--- src/hdl/urtrb_pkg.sv ---
`timescale 1ns / 1ps
// Shared types and codes for the UART receive/transmit ring FIFO block.
// Used by urtrb_ctrl, urtrb_dp and uart_rx_tx_ring_buffers; no dependencies.
package urtrb_pkg;

  typedef enum logic [2:0] {
    KIND_RX_BYTE   = 3'd0,
    KIND_HOST_READ = 3'd1,
    KIND_HOST_PEEK = 3'd2,
    KIND_HOST_WR   = 3'd3,
    KIND_TX_READY  = 3'd4,
    KIND_ESC_QUERY = 3'd5
  } kind_t;

  typedef enum logic [1:0] {
    STAT_OK       = 2'd0,
    STAT_RX_EMPTY = 2'd1,
    STAT_TX_FULL  = 2'd2,
    STAT_DROPPED  = 2'd3
  } status_t;

  typedef enum logic [1:0] {
    ST_IDLE,
    ST_EXEC,
    ST_RESP
  } state_t;

  // Commands from the controller to the datapath
  typedef struct packed {
    logic capture;  // register the incoming item and prefetch both FIFO heads
    logic exec;     // apply the item to the FIFO state and load the result
  } cmd_t;

  localparam logic [7:0] ESC_CODE = 8'd27;

endpackage

--- src/hdl/urtrb_ctrl.sv ---
`timescale 1ns / 1ps
// Controller: sequences one item at a time through capture, execute and result.
// Depends on urtrb_pkg.
module urtrb_ctrl (
  input  logic              clk,
  input  logic              rst,
  input  logic              in_valid,
  output logic              in_stall,
  output logic              out_valid,
  input  logic              out_stall,
  output urtrb_pkg::cmd_t   cmd
);

  urtrb_pkg::state_t state, state_next;

  always_ff @(posedge clk) begin
    if (rst) begin
      state <= urtrb_pkg::ST_IDLE;
    end else begin
      state <= state_next;
    end
  end

  always_comb begin
    state_next  = state;
    in_stall    = 1'b1;
    out_valid   = 1'b0;
    cmd.capture = 1'b0;
    cmd.exec    = 1'b0;
    unique case (state)
      urtrb_pkg::ST_IDLE: begin
        in_stall    = 1'b0;
        cmd.capture = in_valid;
        if (in_valid) begin
          state_next = urtrb_pkg::ST_EXEC;
        end
      end
      urtrb_pkg::ST_EXEC: begin
        cmd.exec   = 1'b1;
        state_next = urtrb_pkg::ST_RESP;
      end
      urtrb_pkg::ST_RESP: begin
        out_valid = 1'b1;
        if (!out_stall) begin
          state_next = urtrb_pkg::ST_IDLE;
        end
      end
      default: begin
        state_next = urtrb_pkg::ST_IDLE;
      end
    endcase
  end

endmodule

--- src/hdl/urtrb_dp.sv ---
`timescale 1ns / 1ps
// Datapath: RX and TX byte stores, ring pointers, flags and the result register.
// Depends on urtrb_pkg; driven by urtrb_ctrl commands.
module urtrb_dp #(
  parameter int RX_DEPTH = 64,
  parameter int TX_DEPTH = 64
) (
  input  logic              clk,
  input  logic              rst,
  input  urtrb_pkg::cmd_t   cmd,
  input  logic [2:0]        kind,
  input  logic [7:0]        data_byte,
  input  logic              frame_error,
  output logic [7:0]        read_byte,
  output logic [7:0]        line_byte,
  output logic              line_byte_valid,
  output logic [1:0]        status,
  output logic              escape_seen,
  output logic [5:0]        rx_count,
  output logic              rx_empty,
  output logic              tx_empty,
  output logic              tx_ready_enable
);

  localparam int RXW = (RX_DEPTH > 1) ? $clog2(RX_DEPTH) : 1;
  localparam int TXW = (TX_DEPTH > 1) ? $clog2(TX_DEPTH) : 1;
  localparam int CW  = (RXW > 6) ? RXW : 6;
  localparam logic [RXW-1:0] RX_LAST = RXW'(RX_DEPTH - 1);
  localparam logic [TXW-1:0] TX_LAST = TXW'(TX_DEPTH - 1);

  logic [7:0] rx_mem [RX_DEPTH];
  logic [7:0] tx_mem [TX_DEPTH];

  logic [RXW-1:0] rx_head, rx_tail, rx_head_next, rx_tail_next, rx_head_inc;
  logic [TXW-1:0] tx_head, tx_tail, tx_head_next, tx_tail_next, tx_head_inc;
  logic           escape_flag, escape_flag_next;
  logic           ready_enable, ready_enable_next;

  // captured item and prefetched head-of-queue bytes
  urtrb_pkg::kind_t kind_q;
  logic [7:0]       data_q;
  logic             ferr_q;
  logic [7:0]       rx_rd;
  logic [7:0]       tx_rd;

  logic             rx_we, tx_we;
  logic [7:0]       read_byte_next, line_byte_next;
  logic             line_valid_next;
  logic [1:0]       status_next;
  logic             esc_out_next;
  logic [CW-1:0]    rx_fill;

  always_ff @(posedge clk) begin
    if (cmd.capture) begin
      kind_q <= urtrb_pkg::kind_t'(kind);
      data_q <= data_byte;
      ferr_q <= frame_error;
      rx_rd  <= rx_mem[rx_tail];
      tx_rd  <= tx_mem[tx_tail];
    end
  end

  always_ff @(posedge clk) begin
    if (rx_we) begin
      rx_mem[rx_head] <= data_q;
    end
    if (tx_we) begin
      tx_mem[tx_head] <= data_q;
    end
  end

  assign rx_head_inc = (rx_head == RX_LAST) ? '0 : rx_head + 1'b1;
  assign tx_head_inc = (tx_head == TX_LAST) ? '0 : tx_head + 1'b1;

  always_comb begin
    rx_head_next      = rx_head;
    rx_tail_next      = rx_tail;
    tx_head_next      = tx_head;
    tx_tail_next      = tx_tail;
    escape_flag_next  = escape_flag;
    ready_enable_next = ready_enable;
    rx_we             = 1'b0;
    tx_we             = 1'b0;
    read_byte_next    = '0;
    line_byte_next    = '0;
    line_valid_next   = 1'b0;
    status_next       = urtrb_pkg::STAT_OK;
    esc_out_next      = 1'b0;
    if (cmd.exec) begin
      case (kind_q)
        urtrb_pkg::KIND_RX_BYTE: begin
          if (ferr_q) begin
            status_next = urtrb_pkg::STAT_DROPPED;
          end else begin
            // escape is flagged even when the byte is lost to overrun
            if (data_q == urtrb_pkg::ESC_CODE) begin
              escape_flag_next = 1'b1;
            end
            if (rx_head_inc == rx_tail) begin
              status_next = urtrb_pkg::STAT_DROPPED;
            end else begin
              rx_we        = 1'b1;
              rx_head_next = rx_head_inc;
            end
          end
        end
        urtrb_pkg::KIND_HOST_READ: begin
          if (rx_head == rx_tail) begin
            status_next = urtrb_pkg::STAT_RX_EMPTY;
          end else begin
            read_byte_next = rx_rd;
            rx_tail_next   = (rx_tail == RX_LAST) ? '0 : rx_tail + 1'b1;
          end
        end
        urtrb_pkg::KIND_HOST_PEEK: begin
          if (rx_head != rx_tail) begin
            read_byte_next = rx_rd;
          end
        end
        urtrb_pkg::KIND_HOST_WR: begin
          if (tx_head_inc == tx_tail) begin
            status_next = urtrb_pkg::STAT_TX_FULL;
          end else begin
            tx_we             = 1'b1;
            tx_head_next      = tx_head_inc;
            ready_enable_next = 1'b1;
          end
        end
        urtrb_pkg::KIND_TX_READY: begin
          if (tx_head == tx_tail) begin
            ready_enable_next = 1'b0;
          end else begin
            line_byte_next  = tx_rd;
            line_valid_next = 1'b1;
            tx_tail_next    = (tx_tail == TX_LAST) ? '0 : tx_tail + 1'b1;
          end
        end
        urtrb_pkg::KIND_ESC_QUERY: begin
          escape_flag_next = 1'b0;
        end
        default: begin
        end
      endcase
    end
    // a query reports the flag as it was; everything else the updated flag
    esc_out_next = (kind_q == urtrb_pkg::KIND_ESC_QUERY) ? escape_flag : escape_flag_next;
  end

  // ring fill; modulo 2^CW arithmetic covers the wrap when depth is 2^RXW
  assign rx_fill = CW'(rx_head_next) - CW'(rx_tail_next)
                 + ((rx_head_next < rx_tail_next) ? CW'(RX_DEPTH) : '0);

  always_ff @(posedge clk) begin
    if (rst) begin
      rx_head      <= '0;
      rx_tail      <= '0;
      tx_head      <= '0;
      tx_tail      <= '0;
      escape_flag  <= 1'b0;
      ready_enable <= 1'b1;
    end else begin
      rx_head      <= rx_head_next;
      rx_tail      <= rx_tail_next;
      tx_head      <= tx_head_next;
      tx_tail      <= tx_tail_next;
      escape_flag  <= escape_flag_next;
      ready_enable <= ready_enable_next;
    end
  end

  always_ff @(posedge clk) begin
    if (cmd.exec) begin
      read_byte       <= read_byte_next;
      line_byte       <= line_byte_next;
      line_byte_valid <= line_valid_next;
      status          <= status_next;
      escape_seen     <= esc_out_next;
      rx_count        <= rx_fill[5:0];
      rx_empty        <= (rx_head_next == rx_tail_next);
      tx_empty        <= (tx_head_next == tx_tail_next);
      tx_ready_enable <= ready_enable_next;
    end
  end

endmodule

--- src/hdl/uart_rx_tx_ring_buffers.sv ---
`timescale 1ns / 1ps
// UART RX/TX ring FIFOs: top level joining controller and datapath.
// Each accepted item steps through capture, execute and result; the result is
// registered during execute and held valid until taken, and no new item is
// accepted before then: the controller holds one item, prefetching heads at capture.
// Reset clears pointers and escape flag and sets the TX ready enable; stores
// are not cleared and need no sweep.
module uart_rx_tx_ring_buffers #(
  parameter int RX_DEPTH = 64,
  parameter int TX_DEPTH = 64
) (
  input  logic       clk,
  input  logic       rst,
  input  logic       in_valid,
  output logic       in_stall,
  input  logic [2:0] kind,
  input  logic [7:0] data_byte,
  input  logic       frame_error,
  output logic       out_valid,
  input  logic       out_stall,
  output logic [7:0] read_byte,
  output logic [7:0] line_byte,
  output logic       line_byte_valid,
  output logic [1:0] status,
  output logic       escape_seen,
  output logic [5:0] rx_count,
  output logic       rx_empty,
  output logic       tx_empty,
  output logic       tx_ready_enable
);

  urtrb_pkg::cmd_t cmd;

  urtrb_ctrl u_ctrl (
    .clk       (clk),
    .rst       (rst),
    .in_valid  (in_valid),
    .in_stall  (in_stall),
    .out_valid (out_valid),
    .out_stall (out_stall),
    .cmd       (cmd)
  );

  urtrb_dp #(
    .RX_DEPTH (RX_DEPTH),
    .TX_DEPTH (TX_DEPTH)
  ) u_dp (
    .clk             (clk),
    .rst             (rst),
    .cmd             (cmd),
    .kind            (kind),
    .data_byte       (data_byte),
    .frame_error     (frame_error),
    .read_byte       (read_byte),
    .line_byte       (line_byte),
    .line_byte_valid (line_byte_valid),
    .status          (status),
    .escape_seen     (escape_seen),
    .rx_count        (rx_count),
    .rx_empty        (rx_empty),
    .tx_empty        (tx_empty),
    .tx_ready_enable (tx_ready_enable)
  );

endmodule
--- config.mk ---
export PLATFORM = sky130hd
export DESIGN_NAME = uart_rx_tx_ring_buffers
export DESIGN_NICKNAME = d
export VERILOG_FILES = /design/src/hdl/urtrb_pkg.sv /design/src/hdl/urtrb_ctrl.sv /design/src/hdl/urtrb_dp.sv /design/src/hdl/uart_rx_tx_ring_buffers.sv
export SDC_FILE = /design/constraint.sdc
export NUM_CORES = 1
export LEC_CHECK = 0
export BUFFER_PORTS_ARGS = -buffer_cell sky130_fd_sc_hd__buf_2
export CORE_MARGIN = 2
export CORE_UTILIZATION = 45
export CTS_BUF_LIST = sky130_fd_sc_hd__clkbuf_8 sky130_fd_sc_hd__clkbuf_16
export DETAILED_ROUTE_END_ITERATION = 7
export HOLD_SLACK_MARGIN = 0.08
export SLEW_MARGIN = 10
export SYNTH_ARGS = -nofsm -noshare
export SYNTH_HDL_FRONTEND = slang
export SYNTH_SLANG_ARGS = --single-unit
--- constraint.sdc ---
create_clock -name clk -period 4 [get_ports clk]
set_input_delay 1 -clock clk [delete_from_list [all_inputs] [get_ports clk]]
set_output_delay 1 -clock clk [all_outputs]
set_load 0.02 [all_outputs]
==> impl_metrics.csv <==
group,metric,value,unit
final_layout,n_fill_cell,7411,
clock_tree,htreeDepth,3,
sta,slew_viol_final,0,
worst_setup_path,worstSetupStartpointType,"register",
clock_tree,clk_latency,0.68,ns
global_route,antenna_found_initial,6,
routing,wl,100,mm
routing,drc,0,
clock_tree,clkSinkCount,1109,
sta,finalSetupTns,0,ns
synthesis,yosysTopAreaCell,"edfxtp_1",
synthesis,netlist_instances,2031,
floorplan,chipHeight,316,um
synthesis,avgSynthCellArea,21.6,sq um
final_layout,final_layout_size_suffix_gt1_share,32.0,%
synthesis,synth_enable_flop_cells,1081,
global_route,grt_overflow_total,0,
sta,max_clock_freq,0.269,GHz
clock_tree,cts_tree,"built",
worst_setup_path,cp_slowest_stage_delay,0.69,ns
worst_setup_path,cp.required,4.43,ns
worst_setup_path,path_max_fanout,17,
routing,avgViaCountPerCell,5.90,
worst_setup_path,path_class,"reg -> reg",
placement,gp_congestion,0.891,
worst_setup_path,arrival,4.14,ns
run,maxCapViolCount,0,
worst_setup_path,path_delay_family,"compound AO/OA/AOI/OAI gates",
sta,finalSetupViolCount,0,
clock_tree,cts_resized,0,
sta,finalCriticalPeriod,3.71,ns
placement,post-place-cells,3424,
floorplan,core_area,96600,sq um
synthesis,synth_cell_types,75,
worst_setup_path,end_kind,"register",
synthesis,netlist_area,43800,sq um
sta,slew_headroom,20.1,%
floorplan,die_x,316,um
clock_tree,postCtsHoldBufs,0,
worst_setup_path,worstPathCellList,"inv_2, xnor2_1, a222oi_1, o2111a_1, a21o_1, mux2i_1, inv_1, ha_1, a21o_1, a21oi_1, o21bai_1, a21oi_1, xnor2_1",
synthesis,synth_common_cells,"edfxtp_1, mux4_2, nor2_1",
floorplan,start_util,45.4,%
clock_tree,root_buffer,"clkbuf_16",
worst_hold_path,hold_path_class,"in -> reg",
routing,vias,21400,
clock_tree,cts_buffers,110,
synthesis,synth.top_cell.area_share,74.1,%
placement,place_ws,0.229,ns
worst_setup_path,crit_slowest_cell,"dfxtp_1",
synthesis,syn-num-nets,2057,
synthesis,yosys.cell_count.top_type,"edfxtp_1",
placement,portBuffers,46,
sta,hold_violations,0,
clock_tree,cts_buffer_depth,3,
sta,fin_ws,0.288,ns
placement,hpwlAfterDp,62.3,mm
floorplan,die-area,99800,sq um
final_layout,syn_to_final_growth,15.0,%
clock_tree,post-cts-setup-buffers,0,
power_and_ir_drop,power.leakage,15.5,nW
power_and_ir_drop,ir_worst_vdd,0.372,mV
synthesis,synthArstFlopShare,0,%
global_route,grt_pass1_wl,149,mm
sta,finClkSkew,0.0311,ns
floorplan,pin_count,47,
clock_tree,path_clk_slew,0.06,ns
synthesis,ys.flop_type,"edfxtp_1",
final_layout,layout.nets,2286,
power_and_ir_drop,power_density,470,nW/um^2
global_route,grt_max_degree,133,
synthesis,ys_ff_latch,1109,
sta,rsz0062_at_grt,"no",
worst_setup_path,critPathBufInv,2,
synthesis,synth-seq-area-share,75.4,%
global_route,first_global_vias,21500,
synthesis,synth.area.top_cells,"edfxtp_1, mux4_2, dfxtp_1",
routing,drt_iter0_markers,2490,
final_layout,final_cells,3627,
run_status,status,"finished clean",
routing,first_pass_iters,6,
synthesis,yosys_warnings,0,
sta,fin_crit_sh,92.8,%
global_route,grt_usage,20.5,%
sta,max_slew.worst_pin.slew,1.20,ns
routing,wire_per_inst,27.7,um
floorplan,rows,114,
routing,ant_nets,0,
## power by group
part | leakage [nW] | internal [mW] | switching [mW]
clock network | 1.84 | 6.13 | 4.31
logic | 3.74 | 0.0734 | 0.313
registers | 9.97 | 12.8 | 0.0397
total | 15.5 | 19.0 | 4.66
## worst reg2reg max path: cells and delay by family (launching register included)
kind	cells	cell delay (ns)
buffers and inverters	2	0.20
flip-flops	1	0.69
adder cells (fa/ha/maj)	1	0.29
XOR/XNOR	2	0.27
AO/OA/AOI/OAI	7	1.63
multiplexers	1	0.38
## layout make-up
| cell class | instances | area, sq um | share of cell area, % |
|---|---|---|---|
| Antenna cell | 2 | 5.00 | 0.00994 |
| Clock buffer | 111 | 2780 | 5.52 |
| Clock inverter | 90 | 887 | 1.76 |
| Inverter | 12 | 45.0 | 0.0895 |
| Multi-Input combinational cell | 796 | 10200 | 20.3 |
| Sequential cell | 1109 | 33000 | 65.6 |
| Tap cell | 1276 | 1600 | 3.17 |
| Timing Repair Buffer | 231 | 1760 | 3.49 |
## registers in the layout, indices dropped and copies added (netlist names), 3 cells and up
signal and flops:
u_dp.rx_mem 512, u_dp.tx_head 6, u_dp.rx_count 6, u_dp.data_q 8, u_dp.rx_tail 6, u_dp.rx_rd 8
u_dp.read_byte 8, u_dp.tx_rd 8, u_dp.tx_mem 512, u_dp.kind_q 3, u_dp.tx_tail 6, u_dp.line_byte 8
u_dp.rx_head 6
## through the flow
step | cell area, sq um | hold WS (ns) | power, mW | util, %
5_1_grt | 50300 | 0.458 | 24.4 | 52.1
2_1_floorplan | 43800 | 0.497 | 13.3 | -
6_report | 50300 | 0.500 | 23.7 | 52.1
3_3_place_gp | 46700 | 0.510 | 13.5 | 48.3
3_5_place_dp | 46700 | 0.529 | 13.5 | 48.3
4_1_cts | 50300 | 0.445 | 23.9 | 52.1
## final timing paths
kind                        start  cells past startpoint  slack, ns                 to
setup reg to reg  u_dp.rx_head[3]                     13       0.29   u_dp.rx_count[5]
hold reg to reg     u_dp.rx_rd[4]                      1       0.54  u_dp.read_byte[4]
hold / removal       data_byte[5]                      1       0.50     u_dp.data_q[5]
setup / recovery  u_dp.rx_head[3]                     13       0.29   u_dp.rx_count[5]
## layer usage
layer	routed length (um)	up-vias	share of wire (%)	GRT usage, %
li1	-	8939	-	-
met1	44400	11500	44	31.7
met2	46800	847	47	31.0
met3	7090	141	7.1	3.28
met4	2090	0	2.1	4.84
met5	0	-	0	0
## cells by family after synthesis
group                      count (synthesis)  synth area share, %
and+or+nand+nor                          315                 3.61
buffers and inverters                    126                 1.29
muxes                                    349                 17.2
adders and majority gates                 10                0.303
DFF                                     1109                 75.4
AOI/OAI and AO/OA                         85                 1.41
xor gates and xnor gates                  37                0.740
## cell usage in the layout (no fill, tap or decap), types with 4 or more instances in the layout
cell type   synthesis  layout
or3_1               6       6
mux2i_1            22      22
edfxtp_1         1081    1081
buf_4              15     174
dfxtp_1            28      20
xnor2_1            24      24
clkinvlp_4          0       8
clkinv_1            1      26
nand4b_1            4       4
nor2_1            149     147
or3b_2              4       4
nor2b_1            17      17
mux4_2            324     324
nand2b_1            7       7
nand2_1            32      32
buf_12              0      11
o221ai_1            8       8
buf_2              28      46
o21ai_0            10      10
ha_1                9       9
and2_1             12      12
nand4_1             4       4
a21o_1              4       4
a21oi_1            21      21
dfxtp_2             0       4
bufinv_16           0      17
xor2_1             13      13
dfxtp_4             0       4
nand3b_1           10      10
inv_1              10      27
clkinv_2            0      14
nand3_1            14      14
o22ai_1             6       6
clkbuf_16           0     111
and3_1             15      15
nor3_1              6       6
nor4_1             17      16
(Power assumes the default switching activity.)
